--- src/sv/ble_fragment_reassembler_core_assert.svh ---
// Assertion macros for the fragment reassembler core.
// Included by the RTL files that carry concurrent checks; depends on nothing.
`ifndef BLE_FRAGMENT_REASSEMBLER_CORE_ASSERT_SVH
`define BLE_FRAGMENT_REASSEMBLER_CORE_ASSERT_SVH

// Same-cycle implication, disabled while reset is held
`define BFR_ASSERT_NOW(label, clk, rst_n, ante, cons, msg) \
    label: assert property (@(posedge clk) disable iff (!(rst_n)) (ante) |-> (cons)) \
        else $error(msg);

// Next-cycle implication, disabled while reset is held
`define BFR_ASSERT_NEXT(label, clk, rst_n, ante, cons, msg) \
    label: assert property (@(posedge clk) disable iff (!(rst_n)) (ante) |=> (cons)) \
        else $error(msg);

`endif

--- src/sv/ble_fr_pkg.sv ---
// Shared widths, register indexes and status codes for the fragment reassembler.
// No dependencies; used by the channel interfaces and the core.
`default_nettype none

package ble_fr_pkg;

    localparam int BYTE_W   = 8;
    localparam int LEN_W    = 16;
    localparam int STATUS_W = 2;
    localparam int MTU_W    = 10;
    localparam int COUNT_W  = 17;
    localparam int CFG_W    = 10;
    localparam int CFG_IDX_W = 1;

    localparam logic [CFG_IDX_W-1:0] CFG_MTU_SIZE     = 1'b0;
    localparam logic [CFG_IDX_W-1:0] CFG_PING_COMMAND = 1'b1;

    localparam logic [MTU_W-1:0]   MTU_RESET  = 10'd20;
    localparam logic [BYTE_W-1:0]  PING_RESET = 8'd129;
    localparam int                 MTU_MIN    = 4;
    localparam int                 HDR_BYTES  = 3;
    localparam logic [COUNT_W-1:0] COUNT_MAX  = 17'h1FFFF;

    typedef enum logic [STATUS_W-1:0] {
        ST_OK           = 2'd0,
        ST_LEN_MISMATCH = 2'd1,
        ST_SEQ_ERROR    = 2'd2
    } t_status;

endpackage

`default_nettype wire

--- src/sv/ble_fr_if.sv ---
// Valid/ready channel interfaces for raw input words and reassembled result words.
// Depends on ble_fr_pkg for field widths.
`default_nettype none

interface ble_fr_in_if;
    logic                          valid;
    logic                          ready;
    logic [ble_fr_pkg::BYTE_W-1:0] data_byte;
    logic                          last_byte;

    modport source (output valid, output data_byte, output last_byte, input ready);
    modport sink   (input valid, input data_byte, input last_byte, output ready);
endinterface

interface ble_fr_out_if;
    logic                            valid;
    logic                            ready;
    logic [ble_fr_pkg::BYTE_W-1:0]   out_byte;
    logic                            is_status;
    logic [ble_fr_pkg::STATUS_W-1:0] status;
    logic [ble_fr_pkg::LEN_W-1:0]    payload_length;
    logic                            last;

    modport source (output valid, output out_byte, output is_status, output status,
                    output payload_length, output last, input ready);
    modport sink   (input valid, input out_byte, input is_status, input status,
                    input payload_length, input last, output ready);
endinterface

`default_nettype wire

--- src/sv/ble_fragment_reassembler_core.sv ---
// Fragment reassembler: raw frame bytes in, payload bytes and an end status out.
// Depends on ble_fr_pkg, ble_fr_if.sv and ble_fragment_reassembler_core_assert.svh.
//
// Use:
//   i_in  carries one raw received byte per word plus last_byte on the final
//         byte of the message. o_out carries payload bytes and, after the
//         final byte, one status word (is_status=1, last=1) with the declared
//         length. Configuration (mtu_size, ping_command) must be written
//         through i_cfg_we / i_cfg_idx / i_cfg_data while no message is in
//         flight; the core itself does not enforce this.
//   Each accepted byte updates the frame and message counters and yields
//   zero to four result words, packed as one bundle into a registered
//   two-entry result queue. While o_out.ready is high the queue drains one
//   word per cycle, so a stream of single-result bytes runs at one byte per
//   cycle; a ping header (three bytes at once) or a status word adds words.
//   i_in.ready is high while the queue has a free bundle slot, so a new byte
//   is taken even while a result waits at the output. If the receiver stalls,
//   the queue fills and ready drops after at most two bundles.
//   Reset (synchronous, active low) clears all message state and the queue,
//   and loads mtu_size=20, ping_command=129.
`default_nettype none

`include "ble_fragment_reassembler_core_assert.svh"

module ble_fragment_reassembler_core #(
    parameter int MAX_FRAME_BYTES = 512
) (
    input  wire                                 i_clk,
    input  wire                                 i_rst_n,
    input  wire                                 i_cfg_we,
    input  wire [ble_fr_pkg::CFG_IDX_W-1:0]     i_cfg_idx,
    input  wire [ble_fr_pkg::CFG_W-1:0]         i_cfg_data,
    ble_fr_in_if.sink                           i_in,
    ble_fr_out_if.source                        o_out
);

    localparam int FP_W = $clog2(MAX_FRAME_BYTES + 1);
    localparam int EW   = (FP_W > ble_fr_pkg::MTU_W) ? FP_W : ble_fr_pkg::MTU_W;
    localparam int BW   = ble_fr_pkg::BYTE_W;
    localparam int LW   = ble_fr_pkg::LEN_W;
    localparam int CW   = ble_fr_pkg::COUNT_W;

    typedef struct packed {
        logic [2:0][BW-1:0]        bytes;
        logic [1:0]                nbytes;
        logic                      has_status;
        ble_fr_pkg::t_status       status;
        logic [LW-1:0]             plen;
    } t_bundle;

    // Configuration registers
    logic [ble_fr_pkg::MTU_W-1:0] r_mtu;
    logic [BW-1:0]                r_ping;

    // Message state
    logic [FP_W-1:0] r_fpos,   n_fpos;
    logic            r_cont,   n_cont;
    logic [BW-1:0]   r_exp,    n_exp;
    logic            r_fault,  n_fault;
    logic [CW-1:0]   r_cc,     n_cc;
    logic [BW-1:0]   r_cmd,    n_cmd;
    logic [BW-1:0]   r_lenh,   n_lenh;
    logic [LW-1:0]   r_decl,   n_decl;
    logic [LW-1:0]   r_emit,   n_emit;

    // Result queue
    t_bundle         r_q [2];
    logic            r_wr;
    logic            r_rd;
    logic [1:0]      r_cnt;
    logic [1:0]      r_sub;

    t_bundle         n_bundle;
    logic            in_acc;
    logic            push;
    logic            pop;
    logic            out_acc;
    logic            bundle_done;
    logic            is_byte;
    t_bundle         head;
    logic [EW-1:0]   mtu_ext;
    logic [FP_W-1:0] eff_mtu;
    logic [FP_W-1:0] fp_inc;

    assign in_acc  = i_in.valid && i_in.ready;
    assign out_acc = o_out.valid && o_out.ready;

    // Clamp frame size to [MTU_MIN, MAX_FRAME_BYTES]
    always_comb begin
        mtu_ext = EW'(r_mtu);
        if (mtu_ext < EW'(ble_fr_pkg::MTU_MIN)) begin
            mtu_ext = EW'(ble_fr_pkg::MTU_MIN);
        end else if (mtu_ext > EW'(MAX_FRAME_BYTES)) begin
            mtu_ext = EW'(MAX_FRAME_BYTES);
        end
        eff_mtu = FP_W'(mtu_ext);
    end

    assign fp_inc = r_fpos + FP_W'(1);

    // Per-word state update and result bundle
    always_comb begin
        logic            ping;
        logic [LW-1:0]   decl_new;
        logic [CW-1:0]   need;

        n_fpos  = r_fpos;
        n_cont  = r_cont;
        n_exp   = r_exp;
        n_fault = r_fault;
        n_cc    = r_cc;
        n_cmd   = r_cmd;
        n_lenh  = r_lenh;
        n_decl  = r_decl;
        n_emit  = r_emit;

        n_bundle            = '0;
        n_bundle.status     = ble_fr_pkg::ST_OK;

        ping     = (r_cmd == r_ping);
        decl_new = {r_lenh, i_in.data_byte};

        if (r_cont && (r_fpos == '0)) begin
            // sequence byte: check and drop
            if (i_in.data_byte != r_exp) begin
                n_fault = 1'b1;
            end
            n_exp = r_exp + BW'(1);
        end else begin
            if (r_cc != ble_fr_pkg::COUNT_MAX) begin
                n_cc = r_cc + CW'(1);
            end
            if (r_cc == CW'(0)) begin
                n_cmd = i_in.data_byte;
            end else if (r_cc == CW'(1)) begin
                n_lenh = i_in.data_byte;
            end else if (r_cc == CW'(2)) begin
                n_decl = decl_new;
                if (ping) begin
                    n_bundle.bytes[0] = r_cmd;
                    n_bundle.bytes[1] = r_lenh;
                    n_bundle.bytes[2] = i_in.data_byte;
                    n_bundle.nbytes   = (decl_new < LW'(ble_fr_pkg::HDR_BYTES)) ?
                                        decl_new[1:0] : 2'(ble_fr_pkg::HDR_BYTES);
                    n_emit            = LW'(n_bundle.nbytes);
                end
            end else if (r_emit < r_decl) begin
                n_bundle.bytes[0] = i_in.data_byte;
                n_bundle.nbytes   = 2'd1;
                n_emit            = r_emit + LW'(1);
            end
        end

        if (fp_inc >= eff_mtu) begin
            n_fpos = '0;
            n_cont = 1'b1;
        end else begin
            n_fpos = fp_inc;
        end

        need = CW'(n_decl) + CW'(ble_fr_pkg::HDR_BYTES);
        if (i_in.last_byte) begin
            n_bundle.has_status = 1'b1;
            n_bundle.plen       = n_decl;
            if (n_cc != need) begin
                n_bundle.status = ble_fr_pkg::ST_LEN_MISMATCH;
            end else if (n_fault) begin
                n_bundle.status = ble_fr_pkg::ST_SEQ_ERROR;
            end
            // end of message: drop all message state
            n_fpos  = '0;
            n_cont  = 1'b0;
            n_exp   = '0;
            n_fault = 1'b0;
            n_cc    = '0;
            n_cmd   = '0;
            n_lenh  = '0;
            n_decl  = '0;
            n_emit  = '0;
        end
    end

    assign push = in_acc && ((n_bundle.nbytes != 2'd0) || n_bundle.has_status);

    // Output side: unwind the head bundle one word at a time
    assign head        = r_q[r_rd];
    assign is_byte     = (r_sub < head.nbytes);
    assign bundle_done = head.has_status ? (r_sub == head.nbytes)
                                         : (r_sub == (head.nbytes - 2'd1));
    assign pop         = out_acc && bundle_done;

    assign i_in.ready           = (r_cnt != 2'd2);
    assign o_out.valid          = (r_cnt != 2'd0);
    assign o_out.out_byte       = is_byte ? head.bytes[r_sub] : '0;
    assign o_out.is_status      = !is_byte;
    assign o_out.status         = is_byte ? ble_fr_pkg::STATUS_W'(ble_fr_pkg::ST_OK)
                                          : ble_fr_pkg::STATUS_W'(head.status);
    assign o_out.payload_length = is_byte ? '0 : head.plen;
    assign o_out.last           = !is_byte;

    always_ff @(posedge i_clk) begin
        if (!i_rst_n) begin
            r_mtu   <= ble_fr_pkg::MTU_RESET;
            r_ping  <= ble_fr_pkg::PING_RESET;
            r_fpos  <= '0;
            r_cont  <= 1'b0;
            r_exp   <= '0;
            r_fault <= 1'b0;
            r_cc    <= '0;
            r_cmd   <= '0;
            r_lenh  <= '0;
            r_decl  <= '0;
            r_emit  <= '0;
            r_wr    <= 1'b0;
            r_rd    <= 1'b0;
            r_cnt   <= '0;
            r_sub   <= '0;
        end else begin
            if (i_cfg_we) begin
                case (i_cfg_idx)
                    ble_fr_pkg::CFG_MTU_SIZE: begin
                        r_mtu <= i_cfg_data[ble_fr_pkg::MTU_W-1:0];
                    end
                    ble_fr_pkg::CFG_PING_COMMAND: begin
                        r_ping <= i_cfg_data[BW-1:0];
                    end
                    default: begin
                        r_mtu <= r_mtu;
                    end
                endcase
            end
            if (in_acc) begin
                r_fpos  <= n_fpos;
                r_cont  <= n_cont;
                r_exp   <= n_exp;
                r_fault <= n_fault;
                r_cc    <= n_cc;
                r_cmd   <= n_cmd;
                r_lenh  <= n_lenh;
                r_decl  <= n_decl;
                r_emit  <= n_emit;
            end
            if (push) begin
                r_wr <= ~r_wr;
            end
            if (pop) begin
                r_rd <= ~r_rd;
            end
            if (out_acc) begin
                r_sub <= bundle_done ? 2'd0 : (r_sub + 2'd1);
            end
            if (push && !pop) begin
                r_cnt <= r_cnt + 2'd1;
            end else if (pop && !push) begin
                r_cnt <= r_cnt - 2'd1;
            end
        end
    end

    // Queue payload, no reset needed
    always_ff @(posedge i_clk) begin
        if (push) begin
            r_q[r_wr] <= n_bundle;
        end
    end

    `BFR_ASSERT_NEXT(a_clear_on_last, i_clk, i_rst_n, in_acc && i_in.last_byte, (r_cc == '0) && (r_fpos == '0) && !r_cont && !r_fault, "message state not cleared after last byte")
    `BFR_ASSERT_NOW(a_fpos_bound, i_clk, i_rst_n, 1'b1, r_fpos < FP_W'(MAX_FRAME_BYTES), "frame position beyond maximum frame size")
    `BFR_ASSERT_NOW(a_emit_bound, i_clk, i_rst_n, 1'b1, r_emit <= r_decl, "more payload bytes emitted than declared")
    `BFR_ASSERT_NOW(a_fault_in_cont, i_clk, i_rst_n, $rose(r_fault), $past(r_cont), "sequence fault raised outside a continuation frame")

endmodule

`default_nettype wire
--- src/flat_wrapper.sv ---
// flat-port wrapper written by rule: the top's interface ports become plain ports
module ble_fragment_reassembler_core_flat 
#(
    parameter int MAX_FRAME_BYTES = 512
)
  (i_clk, i_rst_n, i_cfg_we, i_cfg_idx, i_cfg_data, i_in_valid, i_in_data_byte, i_in_last_byte, i_in_ready, o_out_valid, o_out_out_byte, o_out_is_status, o_out_status, o_out_payload_length, o_out_last, o_out_ready);
  ble_fr_in_if i_in_i ();
  ble_fr_out_if o_out_i ();
  input  wire i_clk;
  input  wire i_rst_n;
  input  wire i_cfg_we;
  input  wire [ble_fr_pkg::CFG_IDX_W-1:0] i_cfg_idx;
  input  wire [ble_fr_pkg::CFG_W-1:0] i_cfg_data;
  input wire logic [$bits(i_in_i.valid)-1:0] i_in_valid;
  input wire logic [$bits(i_in_i.data_byte)-1:0] i_in_data_byte;
  input wire logic [$bits(i_in_i.last_byte)-1:0] i_in_last_byte;
  output wire logic [$bits(i_in_i.ready)-1:0] i_in_ready;
  output wire logic [$bits(o_out_i.valid)-1:0] o_out_valid;
  output wire logic [$bits(o_out_i.out_byte)-1:0] o_out_out_byte;
  output wire logic [$bits(o_out_i.is_status)-1:0] o_out_is_status;
  output wire logic [$bits(o_out_i.status)-1:0] o_out_status;
  output wire logic [$bits(o_out_i.payload_length)-1:0] o_out_payload_length;
  output wire logic [$bits(o_out_i.last)-1:0] o_out_last;
  input wire logic [$bits(o_out_i.ready)-1:0] o_out_ready;
  assign i_in_i.valid = i_in_valid;
  assign i_in_i.data_byte = i_in_data_byte;
  assign i_in_i.last_byte = i_in_last_byte;
  assign i_in_ready = i_in_i.ready;
  assign o_out_valid = o_out_i.valid;
  assign o_out_out_byte = o_out_i.out_byte;
  assign o_out_is_status = o_out_i.is_status;
  assign o_out_status = o_out_i.status;
  assign o_out_payload_length = o_out_i.payload_length;
  assign o_out_last = o_out_i.last;
  assign o_out_i.ready = o_out_ready;
  ble_fragment_reassembler_core #(.MAX_FRAME_BYTES(MAX_FRAME_BYTES)) u_core (.i_clk(i_clk), .i_rst_n(i_rst_n), .i_cfg_we(i_cfg_we), .i_cfg_idx(i_cfg_idx), .i_cfg_data(i_cfg_data), .i_in(i_in_i), .o_out(o_out_i));
endmodule
--- config.mk ---
export PLATFORM = sky130hd
export DESIGN_NAME = ble_fragment_reassembler_core_flat
export DESIGN_NICKNAME = d
export VERILOG_FILES = /design/src/sv/ble_fr_pkg.sv /design/src/sv/ble_fr_if.sv /design/src/sv/ble_fragment_reassembler_core.sv /design/src/flat_wrapper.sv
export VERILOG_INCLUDE_DIRS = /design/src /design/src/sv
export SDC_FILE = /design/constraint.sdc
export NUM_CORES = 1
export LEC_CHECK = 0
export BUFFER_PORTS_ARGS = -buffer_cell sky130_fd_sc_hd__buf_4
export CORE_MARGIN = 2
export CORE_UTILIZATION = 55
export DETAILED_ROUTE_END_ITERATION = 12
export PLACE_DENSITY = 0.84
export REMOVE_ABC_BUFFERS = 1
export SETUP_SLACK_MARGIN = 0.4
export SLEW_MARGIN = 5
export SYNTH_ARGS = -nofsm -noshare
export SYNTH_HDL_FRONTEND = slang
export SYNTH_SLANG_ARGS = --single-unit
--- constraint.sdc ---
create_clock -name i_clk -period 8.25 [get_ports i_clk]
set_input_delay 1.65 -clock i_clk [delete_from_list [all_inputs] [get_ports i_clk]]
set_output_delay 1.65 -clock i_clk [all_outputs]
set_load 0.02 [all_outputs]
==> metrics.yaml <==
floorplanning:
  chipHeight_um: 144
  die-width_um: 144
  start_util: 0.557
  top_level_ports: 55
  fp.coreArea_sq_um: 19300
  die_area_sq_um: 20600
  num_rows: 51
clock_tree:
  cts_buffer_depth: 2
  cts_resized: 0
  cts.sinks: 200
  hold_buffers: 0
  cts_setup_buffers: 0
  clock_latency_ns: 0.44
  clockRootBuffer: "clkbuf_16"
  cts_buffers: 17
  cts_tree: "done"
  htreeDepth: 4
  clk_pin_slew_ns: 0.08
global_routing:
  grt_overflow: 0
  grt_pass1_wl_um: 41200
  grt_max_degree: 78
  grt_pass1_vias: 8139
  track_usage: 0.254
  antenna_found_initial: 0
drt:
  drtIter0Drc: 776
  dr.pass1.iters: 6
  final_antenna_net_count: 0
  drc_errors: 0
  drt-total-wl_um: 25900
  wl_per_cell_um: 18.3
  dr_total_vias: 8617
  vias_per_cell: 6.08
power_and_ir_drop:
  pwr-share-clk: 0.376
  p_int_mw: 1.61
  seq_power_share: 0.500
  irDropWorstVdd_v: 0.000151
  finalPower_mw: 2.21
  powerDensity_nw_per_um2: 186
  power.leakage_nw: 4.31
  p_sw_mw: 0.598
  swShare: 0.271
  combPwrFrac: 0.124
place:
  place_hpwl_um: 17900
  port_buffers: 54
  gp_congestion: 0.954
  dp_cells: 1386
  placed_area_sq_um: 11300
  dpl_worst_slack_ns: 3.77
synth:
  yosysWarnings: 0
  synth_top_area_cell: "edfxtp_1"
  netlist_instances: 1115
  synth_top_cells_by_count: "nor2_1 (151), dfxtp_1 (110), edfxtp_1 (90), nand2_1 (90), a21oi_1 (54)"
  syn_area_sq_um: 10700
  synth.most_common_cell: "nor2_1"
  yosysSeqAreaShare: 0.457
  synth-edff-count: 90
  synth_top_cell_area_share: 0.252
  syn_area_per_cell_sq_um: 9.62
  synthFlopType: "dfxtp_1"
  synthTopCellsByArea: "edfxtp_1 (25%), dfxtp_1 (21%), nor2_1 (5.3%), ha_1 (4.3%), a22oi_1 (3.7%)"
  synth.distinct_cells: 65
  synth-seq-cells: 200
  synthArstFlopShare: 0
cells_and_area:
  final_area_sq_um: 11900
  finalNonFillerCells: 1418
  fin_nets: 1202
  fillerInstances: 1593
  area_delta_synth_final_pct: 10.6
  fin_util: 0.616
  n_antenna_cell: 0
  drive_gt1_frac: 0.110
sta:
  whs_ns: 0.470
  tightest_slew_ns: 1.10
  post-route-period-util: 0.598
  relSlewSlack: 0.266
  fin_crit_ns: 4.94
  setup_viol: 0
  setup_ws_ns: 3.31
  hold_violations: 0
  drv_slew: 0
  skew_ns: 0.0117
  rsz0062_at_grt: "no"
  fmax_mhz: 203
  tns_ns: 0
worst_setup_path:
  end_kind: "output pin"
  start_kind: "register"
  crit_arrival_ns: 3.29
  path_delay_family: "flip-flops"
  worstPathMaxFanout: 37
  cpPeakStageDelay_ns: 1.06
  path_common_cell: "buf_4"
  cp_num_buf_inv: 3
  path_cells: "mux2i_1 -> ha_1 -> a21oi_1 -> buf_4 -> clkinv_1 -> nor2_1 -> buf_4"
  crit_type: "reg2out"
  required_ns: 6.60
  slowest_stage: "dfxtp_2"
hold_path:
  worstHoldPathType: "reg2reg"
run:
  maxCapViolCount: 0
outcome:
  status: "complete, no violations"
## cell families (layout without fill, tap and decap cells)
| logic type | after synthesis | in the layout | share of synthesized area |
|---|---|---|---|
| and+or+nand+nor | 433 | 433 | 0.198 |
| AOI/OAI and AO/OA | 209 | 209 | 0.130 |
| DFF | 200 | 200 | 0.457 |
| buffers and inverters | 96 | 134 | 0.0381 |
| xor gates and xnor gates | 83 | 83 | 0.0678 |
| muxes | 57 | 57 | 0.0663 |
| adders and majority gates | 37 | 37 | 0.0432 |
## sequential cells by signal (all words and copies together) (netlist names), 2 cells and up, named ones only
register	count
u_core.r_cnt	2
u_core.r_q	90
u_core.r_ping	8
u_core.r_cmd	8
u_core.r_lenh	8
u_core.r_mtu	10
u_core.r_sub	2
u_core.r_decl	16
u_core.r_cc	17
u_core.r_fpos	10
u_core.r_emit	16
u_core.r_exp	8
## layer usage
layer / routed length (um) / up-vias / GRT usage
met3: 1710 / 59 / 0.0403
met5: 0 / - / 0
met2: 12700 / 390 / 0.438
li1: - / 4057 / -
met1: 10900 / 4111 / 0.324
met4: 702 / 0 / 0.0898
## cells in the final DEF (no fill, tap or decap), drive strengths merged, types with 16 or more instances in the layout
cell	n
and2	29
nor3	20
nor2	151
dfxtp	110
ha	37
and3	23
buf	63
a22oi	53
a21oi	54
xnor2	42
xor2	41
nor2b	18
inv	43
clkbuf	18
mux2i	37
nand2	90
edfxtp	90
o21ai	36
nand4	16
nand3	32
## power by group through the flow
stage	Clock (mW)	Sequential [mW]	Combinational, mW
final	0.831	1.10	0.275
after global routing	0.875	1.11	0.299
after CTS	0.841	1.10	0.275
after detailed placement	0	1.13	0.273
after global placement	0	1.12	0.266
after floorplan	0	1.12	0.171
## final timing paths
check	startpoint	end	slack (ns)	cells past startpoint
min reg2reg	u_core.r_mtu[7]	u_core.r_mtu[7]	0.47	2
max	register	o_out_out_byte[6]	3.31	7
max reg2reg	u_core.r_cc[9]	u_core.r_q[1][16]	3.77	15
min	u_core.r_mtu[7]	u_core.r_mtu[7]	0.47	2
## worst min-delay path: stages (launching register included)
cell	delay (ns)
dfxtp_1	0.32
nand2_1	0.05
a21oi_1	0.05
## final cells by class
cell class              count  area [sq um]  share of cell area
clock inverters            14           155              0.0131
repair buffers             63           473              0.0399
multi-input cells         819          5420               0.457
well taps                 265           332              0.0279
clock buffers              18           429              0.0362
flip-flops and latches    200          4910               0.413
inverters                  39           146              0.0123
Power figures use the tool's default switching activity.
